===== src/sv/hcs_pkg.sv =====
// Shared types, register codes and reset values for the harvest cycle sequencer.
package hcs_pkg;

  localparam int unsigned CfgDataWidth = 16;
  localparam int unsigned CfgIdxWidth  = 4;

  localparam logic [15:0] ResetTimeoutS3 = 16'd200;
  localparam logic [15:0] ResetTimeoutS4 = 16'd500;
  localparam logic [15:0] ResetTimeoutS5 = 16'd1000;
  localparam logic [9:0]  ResetNearCm    = 10'd10;
  localparam logic [9:0]  ResetMinCm     = 10'd2;
  localparam logic [15:0] ResetEncMin    = 16'd10;
  localparam logic [15:0] ResetEncDetach = 16'd80;
  localparam logic [7:0]  ResetDutyRun   = 8'd200;

  typedef enum logic [CfgIdxWidth-1:0] {
    CFG_TIMEOUT_S3  = 4'd0,
    CFG_TIMEOUT_S4  = 4'd1,
    CFG_TIMEOUT_S5  = 4'd2,
    CFG_NEAR_DIST   = 4'd3,
    CFG_MIN_VALID   = 4'd4,
    CFG_ENC_MIN     = 4'd5,
    CFG_ENC_DETACH  = 4'd6,
    CFG_DUTY_RUN    = 4'd7
  } cfg_idx_e;

  // S0 idle, S1 armed, S2 approach, S3 grip, S4 motor start, S5 detach,
  // S6 release, S7 fault/return.
  typedef enum logic [7:0] {
    ST_S0 = 8'b0000_0001,
    ST_S1 = 8'b0000_0010,
    ST_S2 = 8'b0000_0100,
    ST_S3 = 8'b0000_1000,
    ST_S4 = 8'b0001_0000,
    ST_S5 = 8'b0010_0000,
    ST_S6 = 8'b0100_0000,
    ST_S7 = 8'b1000_0000
  } state_e;

  typedef struct packed {
    logic [15:0]        timeout_s3_ms;
    logic [15:0]        timeout_s4_ms;
    logic [15:0]        timeout_s5_ms;
    logic [9:0]         near_distance_cm;
    logic [9:0]         min_valid_cm;
    logic signed [15:0] enc_min_count;
    logic signed [15:0] enc_detach_count;
    logic [7:0]         motor_duty_run;
  } cfg_t;

  typedef struct packed {
    logic [15:0] count;
    logic        armed;
  } tmr_t;

  typedef struct packed {
    logic               start_sw;
    logic               cam_detect;
    logic [9:0]         dist_a_cm;
    logic [9:0]         dist_b_cm;
    logic               stop_1a;
    logic               stop_1b;
    logic               stop_2a;
    logic               stop_2b;
    logic signed [15:0] enc_position;
    logic               ms_tick;
  } in_t;

  typedef struct packed {
    logic [2:0] fsm_code;
    logic       camera_on;
    logic       sol_1a;
    logic       sol_1b;
    logic       sol_2a;
    logic       sol_2b;
    logic [7:0] motor_duty;
    logic       motor_fwd;
    logic       motor_rev;
    logic       enc_clear;
  } out_t;

endpackage


===== src/sv/hcs_cfg_regs.sv =====
// Configuration register file for the harvest cycle sequencer.
module hcs_cfg_regs (
  input  logic                              clk_i,
  input  logic                              rst_ni,
  input  logic                              cfg_we_i,
  input  logic [hcs_pkg::CfgIdxWidth-1:0]   cfg_idx_i,
  input  logic [hcs_pkg::CfgDataWidth-1:0]  cfg_data_i,
  output hcs_pkg::cfg_t                     cfg_o
);

  hcs_pkg::cfg_t cfg_q, cfg_d;

  always_comb begin
    cfg_d = cfg_q;
    if (cfg_we_i) begin
      unique case (hcs_pkg::cfg_idx_e'(cfg_idx_i))
        hcs_pkg::CFG_TIMEOUT_S3: cfg_d.timeout_s3_ms    = cfg_data_i[15:0];
        hcs_pkg::CFG_TIMEOUT_S4: cfg_d.timeout_s4_ms    = cfg_data_i[15:0];
        hcs_pkg::CFG_TIMEOUT_S5: cfg_d.timeout_s5_ms    = cfg_data_i[15:0];
        hcs_pkg::CFG_NEAR_DIST:  cfg_d.near_distance_cm = cfg_data_i[9:0];
        hcs_pkg::CFG_MIN_VALID:  cfg_d.min_valid_cm     = cfg_data_i[9:0];
        hcs_pkg::CFG_ENC_MIN:    cfg_d.enc_min_count    = $signed(cfg_data_i[15:0]);
        hcs_pkg::CFG_ENC_DETACH: cfg_d.enc_detach_count = $signed(cfg_data_i[15:0]);
        hcs_pkg::CFG_DUTY_RUN:   cfg_d.motor_duty_run   = cfg_data_i[7:0];
        default: ;  // Indexes past the register list are ignored.
      endcase
    end
  end

  always_ff @(posedge clk_i or negedge rst_ni) begin
    if (!rst_ni) begin
      cfg_q.timeout_s3_ms    <= hcs_pkg::ResetTimeoutS3;
      cfg_q.timeout_s4_ms    <= hcs_pkg::ResetTimeoutS4;
      cfg_q.timeout_s5_ms    <= hcs_pkg::ResetTimeoutS5;
      cfg_q.near_distance_cm <= hcs_pkg::ResetNearCm;
      cfg_q.min_valid_cm     <= hcs_pkg::ResetMinCm;
      cfg_q.enc_min_count    <= $signed(hcs_pkg::ResetEncMin);
      cfg_q.enc_detach_count <= $signed(hcs_pkg::ResetEncDetach);
      cfg_q.motor_duty_run   <= hcs_pkg::ResetDutyRun;
    end else begin
      cfg_q <= cfg_d;
    end
  end

  assign cfg_o = cfg_q;

endmodule


===== src/sv/hcs_step.sv =====
// Transition rules, timeout update and actuator decode for one sensor sample.
module hcs_step (
  input  hcs_pkg::state_e  state_i,
  input  hcs_pkg::tmr_t    tmr_i,
  input  hcs_pkg::in_t     smp_i,
  input  hcs_pkg::cfg_t    cfg_i,
  output hcs_pkg::state_e  state_o,
  output hcs_pkg::tmr_t    tmr_o,
  output hcs_pkg::out_t    res_o
);

  logic            tick_inc;
  logic [15:0]     cnt;
  logic            exp_s3, exp_s4, exp_s5;
  logic            near_a, near_b;
  logic            stop1_ok, stop1_back, stop2_ok, stop2_fault;
  logic            running;
  hcs_pkg::state_e nxt;
  hcs_pkg::state_e home;

  always_comb begin
    // The count saturates at all ones and then stays expired.
    tick_inc = tmr_i.armed && smp_i.ms_tick && (tmr_i.count != '1);
    cnt      = tmr_i.count + {15'd0, tick_inc};
    exp_s3   = tmr_i.armed && (cnt >= cfg_i.timeout_s3_ms);
    exp_s4   = tmr_i.armed && (cnt >= cfg_i.timeout_s4_ms);
    exp_s5   = tmr_i.armed && (cnt >= cfg_i.timeout_s5_ms);

    near_a = (smp_i.dist_a_cm <= cfg_i.near_distance_cm) &&
             (smp_i.dist_a_cm >= cfg_i.min_valid_cm);
    near_b = (smp_i.dist_b_cm <= cfg_i.near_distance_cm) &&
             (smp_i.dist_b_cm >= cfg_i.min_valid_cm);

    stop1_ok    = smp_i.stop_1a && !smp_i.stop_1b;
    stop1_back  = smp_i.stop_1b && !smp_i.stop_1a;
    stop2_ok    = smp_i.stop_2a && !smp_i.stop_2b;
    stop2_fault = smp_i.stop_2b && !smp_i.stop_2a;
    home        = smp_i.start_sw ? hcs_pkg::ST_S1 : hcs_pkg::ST_S0;

    nxt = state_i;
    unique case (state_i)
      hcs_pkg::ST_S0: begin
        if (smp_i.start_sw) nxt = hcs_pkg::ST_S1;
      end
      hcs_pkg::ST_S1: begin
        if (!smp_i.start_sw) nxt = hcs_pkg::ST_S0;
        else if (smp_i.cam_detect) nxt = hcs_pkg::ST_S2;
      end
      hcs_pkg::ST_S2: begin
        if (near_a || near_b) nxt = hcs_pkg::ST_S3;
        else if (stop2_fault) nxt = hcs_pkg::ST_S7;
      end
      hcs_pkg::ST_S3: begin
        if (stop1_ok || exp_s3) nxt = hcs_pkg::ST_S4;
      end
      hcs_pkg::ST_S4: begin
        if (smp_i.enc_position >= cfg_i.enc_min_count) nxt = hcs_pkg::ST_S5;
        else if (exp_s4) nxt = hcs_pkg::ST_S7;
      end
      hcs_pkg::ST_S5: begin
        if (stop2_ok && (smp_i.enc_position > cfg_i.enc_detach_count)) begin
          nxt = hcs_pkg::ST_S6;
        end else if (exp_s5) begin
          nxt = hcs_pkg::ST_S7;
        end
      end
      hcs_pkg::ST_S6: begin
        if (stop2_ok && stop1_back) nxt = home;
      end
      hcs_pkg::ST_S7: begin
        if (stop2_ok) nxt = home;
      end
      default: nxt = hcs_pkg::ST_S0;
    endcase

    // Entering a state rearms the one-shot only for grip, motor start and detach.
    if (nxt != state_i) begin
      tmr_o.count = '0;
      tmr_o.armed = (nxt == hcs_pkg::ST_S3) || (nxt == hcs_pkg::ST_S4) ||
                    (nxt == hcs_pkg::ST_S5);
    end else begin
      tmr_o.count = cnt;
      tmr_o.armed = tmr_i.armed;
    end
    state_o = nxt;

    res_o = '0;
    unique case (nxt)
      hcs_pkg::ST_S0: res_o.fsm_code = 3'd0;
      hcs_pkg::ST_S1: begin
        res_o.fsm_code  = 3'd1;
        res_o.camera_on = 1'b1;
        res_o.sol_1b    = 1'b1;
        res_o.sol_2b    = 1'b1;
      end
      hcs_pkg::ST_S2: begin
        res_o.fsm_code  = 3'd2;
        res_o.camera_on = 1'b1;
        res_o.sol_1b    = 1'b1;
        res_o.sol_2a    = 1'b1;
      end
      hcs_pkg::ST_S3: begin
        res_o.fsm_code = 3'd3;
        res_o.sol_1a   = 1'b1;
        res_o.sol_2a   = 1'b1;
      end
      hcs_pkg::ST_S4: begin
        res_o.fsm_code = 3'd4;
        res_o.sol_1a   = 1'b1;
        res_o.sol_1b   = 1'b1;
        res_o.sol_2a   = 1'b1;
      end
      hcs_pkg::ST_S5: begin
        res_o.fsm_code = 3'd5;
        res_o.sol_1a   = 1'b1;
        res_o.sol_1b   = 1'b1;
        res_o.sol_2b   = 1'b1;
      end
      hcs_pkg::ST_S6: begin
        res_o.fsm_code  = 3'd6;
        res_o.camera_on = 1'b1;
        res_o.sol_1b    = 1'b1;
        res_o.sol_2b    = 1'b1;
      end
      hcs_pkg::ST_S7: begin
        res_o.fsm_code = 3'd7;
        res_o.sol_1b   = 1'b1;
        res_o.sol_2b   = 1'b1;
      end
      default: res_o.fsm_code = 3'd0;
    endcase

    // The motor runs forward in motor start and detach; the encoder is held
    // in clear everywhere else.
    running          = (nxt == hcs_pkg::ST_S4) || (nxt == hcs_pkg::ST_S5);
    res_o.motor_duty = running ? cfg_i.motor_duty_run : 8'd0;
    res_o.motor_fwd  = running;
    res_o.motor_rev  = 1'b0;
    res_o.enc_clear  = !running;
  end

endmodule


===== src/sv/harvest_cycle_sequencer.sv =====
// Top level of the harvest cycle sequencer: sample register, state, and result register.
// Each accepted sensor sample yields exactly one result: the state reached and the
// actuator drive decoded from it. A sample is captured into an input register, then
// the transition rules and the millisecond timeout of grip, motor start and detach
// are evaluated in shallow combinational logic that updates the state and loads the
// result register. One sample is taken every cycle unless the result side stalls.
// Input and output are parted by the result register, so a new request is accepted
// while an earlier result still waits to be taken. Configuration registers are
// written through a simple write port and should only be changed while no request
// is in flight.
module harvest_cycle_sequencer (
  input  logic                              clk_i,
  input  logic                              rst_ni,
  input  logic                              in_valid_i,
  output logic                              in_ready_o,
  input  hcs_pkg::in_t                      in_data_i,
  output logic                              out_valid_o,
  input  logic                              out_ready_i,
  output hcs_pkg::out_t                     out_data_o,
  input  logic                              cfg_we_i,
  input  logic [hcs_pkg::CfgIdxWidth-1:0]   cfg_idx_i,
  input  logic [hcs_pkg::CfgDataWidth-1:0]  cfg_data_i
);

  hcs_pkg::cfg_t   cfg;
  hcs_pkg::in_t    smp_q;
  logic            smp_vld_q;
  hcs_pkg::state_e state_q, state_d;
  hcs_pkg::tmr_t   tmr_q, tmr_d;
  hcs_pkg::out_t   res_q, res_d;
  logic            res_vld_q;
  logic            advance;

  hcs_cfg_regs u_cfg (
    .clk_i      (clk_i),
    .rst_ni     (rst_ni),
    .cfg_we_i   (cfg_we_i),
    .cfg_idx_i  (cfg_idx_i),
    .cfg_data_i (cfg_data_i),
    .cfg_o      (cfg)
  );

  hcs_step u_step (
    .state_i (state_q),
    .tmr_i   (tmr_q),
    .smp_i   (smp_q),
    .cfg_i   (cfg),
    .state_o (state_d),
    .tmr_o   (tmr_d),
    .res_o   (res_d)
  );

  // A held sample moves on when the result register is free or being emptied.
  assign advance    = smp_vld_q && (!res_vld_q || out_ready_i);
  assign in_ready_o = !smp_vld_q || advance;

  always_ff @(posedge clk_i or negedge rst_ni) begin
    if (!rst_ni) begin
      smp_vld_q <= 1'b0;
      res_vld_q <= 1'b0;
      state_q   <= hcs_pkg::ST_S0;
      tmr_q     <= '0;
    end else begin
      if (in_ready_o) begin
        smp_vld_q <= in_valid_i;
      end
      if (advance) begin
        res_vld_q <= 1'b1;
        state_q   <= state_d;
        tmr_q     <= tmr_d;
      end else if (out_ready_i) begin
        res_vld_q <= 1'b0;
      end
    end
  end

  always_ff @(posedge clk_i) begin
    if (in_valid_i && in_ready_o) begin
      smp_q <= in_data_i;
    end
    if (advance) begin
      res_q <= res_d;
    end
  end

  assign out_valid_o = res_vld_q;
  assign out_data_o  = res_q;

endmodule


===== config.mk =====
export PLATFORM = sky130hd
export DESIGN_NAME = harvest_cycle_sequencer
export DESIGN_NICKNAME = d
export VERILOG_FILES = /design/src/sv/hcs_pkg.sv /design/src/sv/hcs_cfg_regs.sv /design/src/sv/hcs_step.sv /design/src/sv/harvest_cycle_sequencer.sv
export SDC_FILE = /design/constraint.sdc
export NUM_CORES = 1
export LEC_CHECK = 0
export ABC_CLOCK_PERIOD_IN_PS = 12800
export BUFFER_PORTS_ARGS = -buffer_cell sky130_fd_sc_hd__buf_2
export CORE_MARGIN = 1
export CORE_UTILIZATION = 55
export DETAILED_ROUTE_END_ITERATION = 10
export PLACE_DENSITY = 0.81
export SETUP_SLACK_MARGIN = 0.15
export SYNTH_ARGS = -nofsm -noshare
export SYNTH_HDL_FRONTEND = slang
export SYNTH_SLANG_ARGS = --single-unit

===== constraint.sdc =====
create_clock -name clk_i -period 12.8 [get_ports clk_i]
set_input_delay 1.28 -clock clk_i [delete_from_list [all_inputs] [get_ports clk_i]]
set_output_delay 1.28 -clock clk_i [all_outputs]
set_load 0.005 [all_outputs]

Yosys cells after proc, flatten, opt, wreduce, memory -nomap -nowiden:

Cells that the tools add are included.
Widths: inputs -> output; s select.

* add/subtract/negate cells: 1
* $mul: 0
* div/mod/pow operators: 0
* order comparisons: 9
* equal/unequal tests: 24
* shift operators: 0
* muxes and demuxes: 23
* bitwise gates (word level): 0
* reductions and logical operators: 45

Operator list (count)
* $mux 8: 12
* $ge 16x16->1: 4
* $pmux 8 s8: 1
* $pmux 3 s7: 1
* $ge 10x10->1: 2
* $le 10x10->1: 2
* $reduce_and 2->1: 9
* $mux 17: 1
* $add 16x1->16: 1
* $eq 4x3->1 const B: 4
* $eq 8x2->1 const B: 2
* $eq 8x3->1 const B: 2
* $eq 8x4->1 const B: 2
* $eq 8x5->1 const B: 2
* $eq 8x6->1 const B: 2
* $eq 8x7->1 const B: 2
* $eq 8x8->1 const B: 2
* $gt 16x16->1: 1
* $ne 16x16->1 const B: 1
* $logic_and 1x1->1: 15
* $reduce_or 3->1: 3
* $eq 4x2->1 const B: 2
* $eq 8x1->1 const B: 1
* $ne 8x8->1: 1
* 9 further kinds: 27

* bits in registers: 196
* latch bits: 0
* memory bits (writable): 0
* ROM bits: 0
* input bits: 68
* memories kept: 0

Longest topological paths before layout:

Gate-level depths: netlist (run 1).

* depth after elaboration: 12
* gate-level depth with buffers: 20
* mapped depth without buffers: 18

By module:

Synthesis (run 1) repeated with hierarchy kept, for this count alone.

* cells, all modules: 939
* area, all modules: 11453.5 sq um

Modules (own cells, without submodules)
* hcs_cfg_regs: instances 1, cells an instance 237, area each 4254.1 sq um, sequential area each 2733.9 sq um
* hcs_step: instances 1, cells an instance 579, area each 4230.3 sq um, sequential area each 0.0 sq um
* harvest_cycle_sequencer: instances 1, cells an instance 123, area each 2969.1 sq um, sequential area each 2538.7 sq um

Least setup slack after synthesis (run 1):

Ideal clock, no wire load.

* path kind: reg-to-reg
* from: register tmr_q[7] (netlist bit)
* to: register tmr_q[0] (netlist bit)
* setup time: 0.128 ns
* data arrival time: 4.242 ns
* required time: 12.672 ns
* slack: 8.430 ns
* cell stages (with the launch flop): 19
* clock period less this slack: 4.370 ns
* cell sequence: dfrtp_1 > and3_1 > and3_1 > and4_1 > a31oi_1 > ha_1 > nand2_1 > nor3_1 > nand2_1 > xnor2_1 > ha_1 > a21o_1 > a21o_1 > a21o_1 > o311ai_0 > nor3b_1 > o21bai_2 > a31oi_1 > mux2_1

* word-level cells in the longest chain between the ends: 11

RTL lines
* start, declared: RTL line harvest_cycle_sequencer.sv:29 `hcs_pkg::tmr_t tmr_q, tmr_d;`
* start signal, assigned: RTL line harvest_cycle_sequencer.sv:70 `tmr_q <= tmr_d;`
* $ne 16x16->1: RTL line hcs_step.sv:23 `tick_inc = tmr_i.armed && smp_i.ms_tick && (tmr_i.count != '1);`
* $logic_and 1x1->1: RTL line hcs_step.sv:23
* $add 16x1->16 *: RTL line hcs_step.sv:24 `cnt = tmr_i.count + {15'd0, tick_inc};`
* $ge 16x16->1, on equally long branches: RTL line hcs_step.sv:27, hcs_step.sv:25, hcs_step.sv:26
* $logic_and 1x1->1, on equally long branches: RTL line hcs_step.sv:27, hcs_step.sv:25, hcs_step.sv:26
* $mux 8 (tied with other cells): RTL line hcs_step.sv:63 `end else if (exp_s5) begin`
* $mux 8, on equally long branches: RTL line hcs_step.sv:61, hcs_step.sv:54, hcs_step.sv:57
* $pmux 8 s8 *: RTL line hcs_step.sv:41 `unique case (state_i)`
* $eq 8x4->1 / $eq 8x5->1 (equally long branches): RTL line hcs_step.sv:79 `tmr_o.armed = (nxt == hcs_pkg::ST_S3) || (nxt == hcs_pkg::ST_S4) ||`
* $logic_or 1x1->1 (2 in series): RTL line hcs_step.sv:79

Mark *: on every way between the ends. The rest lies on a longest branch, timed or not.
A chain may end at the register's enable or synchronous reset.

Worst setup path in the final report (run 1):

Ends and elaborated chain as after synthesis.

==> results of run 1 <==
==> metrics by stage <==
stage / hold WS, ps / total power [mW] / utilization (%) / instance area, um^2 / std cells
2_1_floorplan: 456.9 / 1.138 / - / 10860 / 1013
3_3_place_gp: 461.8 / 1.250 / 59.60 / 11560 / 1345
3_5_place_dp: 483.6 / 1.273 / 59.60 / 11560 / 1345
4_1_cts: 489.2 / 1.835 / 62.80 / 12180 / 1377
5_1_grt: 522.9 / 1.928 / 62.80 / 12180 / 1377
6_report: 490.9 / 1.833 / 62.80 / 12180 / 1377
==> state kept, by name, summed over array words and instances, names as in the netlist <==
| register | flops |
|---|---|
| tmr_q | 17 |
| u_cfg.cfg_o | 108 |
| smp_q | 43 |
| smp_vld_q | 1 |
| out_valid_o | 1 |
| out_data_o | 18 |
| state_q | 8 |
==> Yosys cell counts, types with 5 or more instances <==
cell type  instances  area share [%]
inv_1            115             4.0
a21oi_1           42             1.9
dfrtp_1          109              25
o211ai_1           6            0.41
edfxtp_1          61              17
nor3_1             7            0.32
clkbuf_1          19            0.66
and3_1             7            0.40
and2_1             6            0.35
o21ai_1           10            0.46
a21o_1            11            0.76
ha_1             122              14
a211oi_1           6            0.41
dfstp_2           26             6.3
o21ai_0           75             3.5
nor2_1            28            0.97
xnor2_1           10            0.81
nand2_1          121             4.2
nand3b_1           5            0.35
nor3b_1            6            0.41
nand3_1           18            0.83
mux2_2            71             7.4
nand2b_1          10            0.58
nand4_1           19             1.1
nor2b_1           23             1.3
a31oi_1            7            0.40
==> path summary, 6_finish.rpt <==
check	startpoint	endpoint	cells past startpoint
hold reg to reg	smp_vld_q	out_valid_o	1
max in group asynchronous	rst_ni	u_cfg.cfg_o[43]	2
hold / removal	smp_vld_q	out_valid_o	1
setup reg to reg	tmr_q[7]	tmr_q[0]	18
setup / recovery	tmr_q[7]	tmr_q[0]	18
min in group asynchronous	rst_ni	out_valid_o	1
==> kinds of logic (layout without fill, tap and decap cells) <==
| logic type | after synthesis | in the layout |
|---|---|---|
| simple gates | 271 | 271 |
| compound gates | 198 | 198 |
| flops | 196 | 196 |
| buf+inv | 139 | 238 |
| fa+ha+maj | 122 | 122 |
| mux | 72 | 72 |
| xor+xnor | 14 | 14 |
| other cells | 1 | 1 |
==> area by class of cell <==
cell class	instances	area (um^2)
Multi-Input combinational cell	678	5092
Timing Repair Buffer	90	460.4
Tap cell	265	331.6
Sequential cell	196	5243
Fill cell	1608	7217
Clock buffer	22	475.5
Clock inverter	10	143.9
Inverter	116	435.4
==> metal layers <==
metal | up-vias | part of all wire (%) | GRT usage [%]
met2 | 196 | 47 | 40.27
met5 | - | 0 | 0
met3 | 33 | 4.3 | 3.567
li1 | 3759 | - | -
met4 | 0 | 2.6 | 9.677
met1 | 3703 | 46 | 32.94
==> worst reg2reg max path: cells and delay by family (launching register included) <==
family                     cells  cell delay, ps
DFF                            1             420
xor gates and xnor gates       1             340
and+or+nand+nor                8            2270
adders and majority gates      3             780
AOI/OAI and AO/OA              5            1300
muxes                          1             340
==> where the power goes <==
group | total, mW | internal [mW] | switching [mW] | leakage (nW)
logic | 0.447 | 0.189 | 0.257 | 3.06
registers | 0.821 | 0.768 | 0.0530 | 2.22
clock network | 0.565 | 0.327 | 0.238 | 0.305
total | 1.83 | 1.28 | 0.548 | 5.58
==> out/metrics.cfg, run 1 <==
[outcome]
status=finished clean

[final_layout]
nets=1289
final_cell_mix=ha_1 (122), nand2_1 (121), inv_1 (115)
drive_gt1_share_pct=20.77
syn_to_final_growth_pct=12.19
mostFrequentLayoutCell=ha_1
diodes=0

[timing]
setup_viol=0
fin_crit_sh_pct=43.64
fin_ws_ps=7214
rsz0062_at_grt=no
drv_slew=0
min_period_ps=5586
tns_ps=0
fmax_mhz=179.0
timing.slew.headroom_pct=18.94
hold_violations=0
skew_ps=12.64
worst_pin_slew_ps=1206

[logic_synthesis]
synth_async_sr_flop_share_pct=68.88
synth_xor_area_share_pct=1.129
syn-cell-area_um2=10860
synth_ff_type=dfrtp_1
yosys_register_bits=196
syn_inst=1013
synth-warning-count=0
synth_edf_count=61
synth_compound_area_share_pct=11.41
synth.distinct_cells=74
synth_seq_area_share_pct=48.28
syn_area_per_cell_um2=10.72
syn_nets=1203
synthSimpleGateAreaFrac_pct=12.70
synth_top_family_by_area=adder cells
muxShareOfSynthArea_pct=7.467
synth_adder_area_share_pct=14.06

[floorplanning]
die_width_um=142.5
die_area_um2=20310
core_area_um2=19400
initial_core_util_pct=55.97
die_h_um=142.5
io_pins=89
rows=51

[detailed_routing]
num_vias=7691
first_pass_iters=5
ant_nets=0
drtIter0Drc=579
routedWlPerCell_um=16.93
vias_per_cell=5.585
drt_wl_total_mm=23.32
drc=0

[setup_path]
slowest_stage=nor4_2
cp_cell_sequence=and3_1 > and3_1 > and4_1 > a31oi_1 > ha_1 > ha_1 > nand4_1 > nor2_1 > xor2_1 > ha_1 > nand4_1 > a2111oi_0 > o21ai_0 > o22ai_1 > a211oi_4 > nor4_2 > nand2_1 > mux2_1
slowest_delay_ps=990
crit_buf_inv=0
crit_required_ps=13110
reg2reg_slack_ps=7210
worstSetupEndpointType=flop
crit_family=simple AND/OR/NAND/NOR gates
cp_max_fo=11
criticalPathCategory=flop to flop
critPathArrivalTime_ps=5900
start_kind=flop
crit_top_cell=ha_1

[clocking]
holdBufCountCts=0
cts_setup_buffers=0
clkTransAtPathRegs_ps=70
cts_max_path_buffers=2
cts.sinks=196
cts_htree_levels=4
numCtsBuffers=17
ctsResizeCount=0
clock_latency_ps=440
root_buffer=clkbuf_16
cts_tree=done

[grt]
grt_use_total_pct=24.58
grt_pass1_vias=7705
grt_max_degree=82
overflow=0
antenna_found_initial=0
grt_pass1_wl_mm=38.25

[hold_path]
holdCritPathClass=flop to flop

[job]
max_cap_viol_count=0

[pwr]
vdd_drop_max_v=0.00009676
power.density_nw_per_um2=150.4
leakagePower_nw=5.584

[placed_design]
place_hpwl_mm=17.29
routabilityCongestion=0.9167
numPortBuffers=87
place_ws_ps=7295

Power figures use the tool's default switching activity.
==> inputs of run 2 (changes only) <==
ABC_CLOCK_PERIOD_IN_PS = 4700   (was 12800)
PLACE_DENSITY = 0.84   (was 0.81)
clock period = 4.7 ns   (was 12.8 ns; I/O delays follow)
==> out/metrics.cfg, run 2 (synthesis gave the netlist of run 1 again) <==
[outcome]
status=finished clean

[final_layout]
regArea_um2=5243  ; unchanged
layoutNonFillerInstCount=1417  ; +2.9%
drive_gt1_share_pct=26.15  ; +5.4 points
final_cell_mix=nand2_1 (120), ha_1 (120), inv_1 (115)
final_area_um2=12610  ; +3.5%
multiInputGateArea_um2=5269  ; +3.5%
nets=1328  ; +3.0%
syn_to_final_growth_pct=16.11
largest_register_ffs=108  ; unchanged
n_fill_cell=1441  ; -10%

[clocking]
numCtsBuffers=17  ; unchanged
cts_max_path_buffers=2  ; unchanged
clock_latency_ps=440  ; about the same
cts_htree_levels=4  ; unchanged
root_buffer=clkbuf_16
cts_tree=done
cts.sinks=196  ; unchanged
clkTransAtPathRegs_ps=70  ; about the same

[detailed_routing]
first_pass_iters=5  ; unchanged
drc=0  ; unchanged
drt_wl_total_mm=25.51  ; +9.4%
routedWlPerCell_um=18.00  ; +6.3%
vias_per_cell=5.693  ; +1.9%
ant_nets=0  ; unchanged
drtIter0Drc=585  ; +1.0%
num_vias=8067  ; +4.9%

[placed_design]
place_hpwl_mm=17.98  ; +4.0%
numPortBuffers=87  ; unchanged
dpl_cell_area_um2=11750  ; +1.6%
dp_cells=1368  ; +1.7%
routabilityCongestion=0.9387  ; +2.4%

[pwr]
p_total_mw=4.932  ; +170%
switching_share_pct=32.27  ; +2.3 points
p_sw_mw=1.592  ; +190%
power.density_nw_per_um2=391.2  ; +160%
combPwrFrac_pct=26.2  ; +1.8 points
leakagePower_nw=5.816  ; +4.2%
seqPwrFrac_pct=45.3  ; +0.5 points
p_int_mw=3.341  ; +160%
vdd_drop_max_v=0.0002714  ; +180%
pwr-share-clk_pct=28.5  ; -2.3 points

[timing]
drv_slew=0  ; unchanged
fin_crit_sh_pct=94.89  ; +51 points
hold_violations=0  ; unchanged
setup_viol=0  ; unchanged
worst_pin_slew_ps=1041  ; -165.2 ps
skew_ps=12.37  ; -0.2678 ps
rsz0062_at_grt=yes
timing.slew.headroom_pct=30.62  ; +12 points
whs_ps=197.6  ; -293.3 ps
min_period_ps=4460  ; -1126 ps
fmax_mhz=224.2  ; +25%

[grt]
antenna_found_initial=1  ; +1
grt_use_total_pct=26.24  ; +1.7 points
grt_max_degree=79  ; -3.7%
grt_pass1_wl_mm=40.57  ; +6.1%
overflow=0  ; unchanged
grt_pass1_vias=8149  ; +5.8%

[floorplanning]
die_width_um=142.5  ; unchanged
core_area_um2=19400  ; unchanged
initial_core_util_pct=55.97  ; unchanged
rows=51  ; unchanged
die_h_um=142.5  ; unchanged
io_pins=89  ; unchanged
die_area_um2=20310  ; unchanged

[job]
max_cap_viol_count=0  ; unchanged

[hold_path]
holdCritPathClass=input pin to async pin

[setup_path]
worstSetupEndpointType=flop
reg2reg_slack_ps=240  ; -6970 ps
crit_required_ps=5030  ; -8080 ps
criticalPathCategory=flop to flop
start_kind=flop
cp_max_fo=4  ; -7
critPathArrivalTime_ps=4780  ; -1120 ps

[run 2: cell count changes in the layout (fill, tap and decap cells not counted), moves of 4 or more]
cell	change
xnor2_2	+4
o21ai_1	+4
xnor2_1	-4
o21ai_0	-5
buf_4	+34
[run 2: per-layer routing]
metal	up-vias	GRT usage, %	routed length, um
met5	-	0	0
met4	0	12.62	966
met3	58	4.374	1489
met2	275	43.21	12390
met1	3895	33.70	10660
li1	3839	-	-
[run 2: repair_timing]
| action | in CTS | in global routing |
|---|---|---|
| hold endpoints to repair | 0 | 0 |
| hold buffers | 0 | 0 |
| setup buffers | 8 | 6 |
| cloned | 2 | 0 |
| pin swaps | 16 | 20 |
| gates resized for setup | 19 | 25 |
| setup endpoints to repair | 35 | 34 |
[run 2: per-stage QoR]
step	utilization (%)	setup TNS, ps	worst slack, ps
4_1_cts	64.29	0	190.0
3_3_place_gp	60.56	0	177.0
6_report	64.99	0	240.4
3_5_place_dp	60.56	-1317	-116.4
2_1_floorplan	-	0	330.3
5_1_grt	64.99	-1.469	-1.469
[run 2: final cells by class]
cell class / instances / share of cell area [%]
multi-input cells: 679 / 41.79
flip-flops and latches: 196 / 41.58
repair buffers: 128 / 6.054
inverters: 116 / 3.454
clock buffers: 17 / 3.374
well taps: 265 / 2.630
clock inverters: 15 / 1.092
diodes: 1 / 0.01985
[run 2: final timing paths]
check | start | end | cells past startpoint
min in group clk_i | in_data_i[40] | smp_q[40] | 1
max in group asynchronous | rst_ni | u_cfg.cfg_o[65] | 2
worst max register to register | tmr_q[7] | tmr_q[0] | 21
worst max-delay path | tmr_q[7] | tmr_q[0] | 21
worst min-delay path | rst_ni | out_valid_o | 1
worst min register to register | smp_vld_q | out_valid_o | 1
[run 2: worst max-delay path: stages (launching register included)]
cell and delay, ps:
dfrtp_1 400, and3_4 200, and3_4 190, and4_2 200, a31oi_2 180, ha_2 230, ha_2 200, nand4_1 150
nor2_1 150, xor2_1 190, buf_4 150, ha_1 230, nand2_1 80, o21ai_1 80, a2111oi_2 310, a2111oi_1 130
buf_4 180, o21a_4 250, nor4_4 250, buf_4 190, nand2_1 70, mux2_1 290
[run 2: power groups by stage]
stage | clock network (mW) | registers, mW | logic (mW)
2_1_floorplan | 0 | 2.22 | 0.875
3_3_place_gp | 0 | 2.25 | 1.16
3_5_place_dp | 0 | 2.27 | 1.22
4_1_cts | 1.42 | 2.23 | 1.26
5_1_grt | 1.48 | 2.27 | 1.44
6_report | 1.41 | 2.23 | 1.29
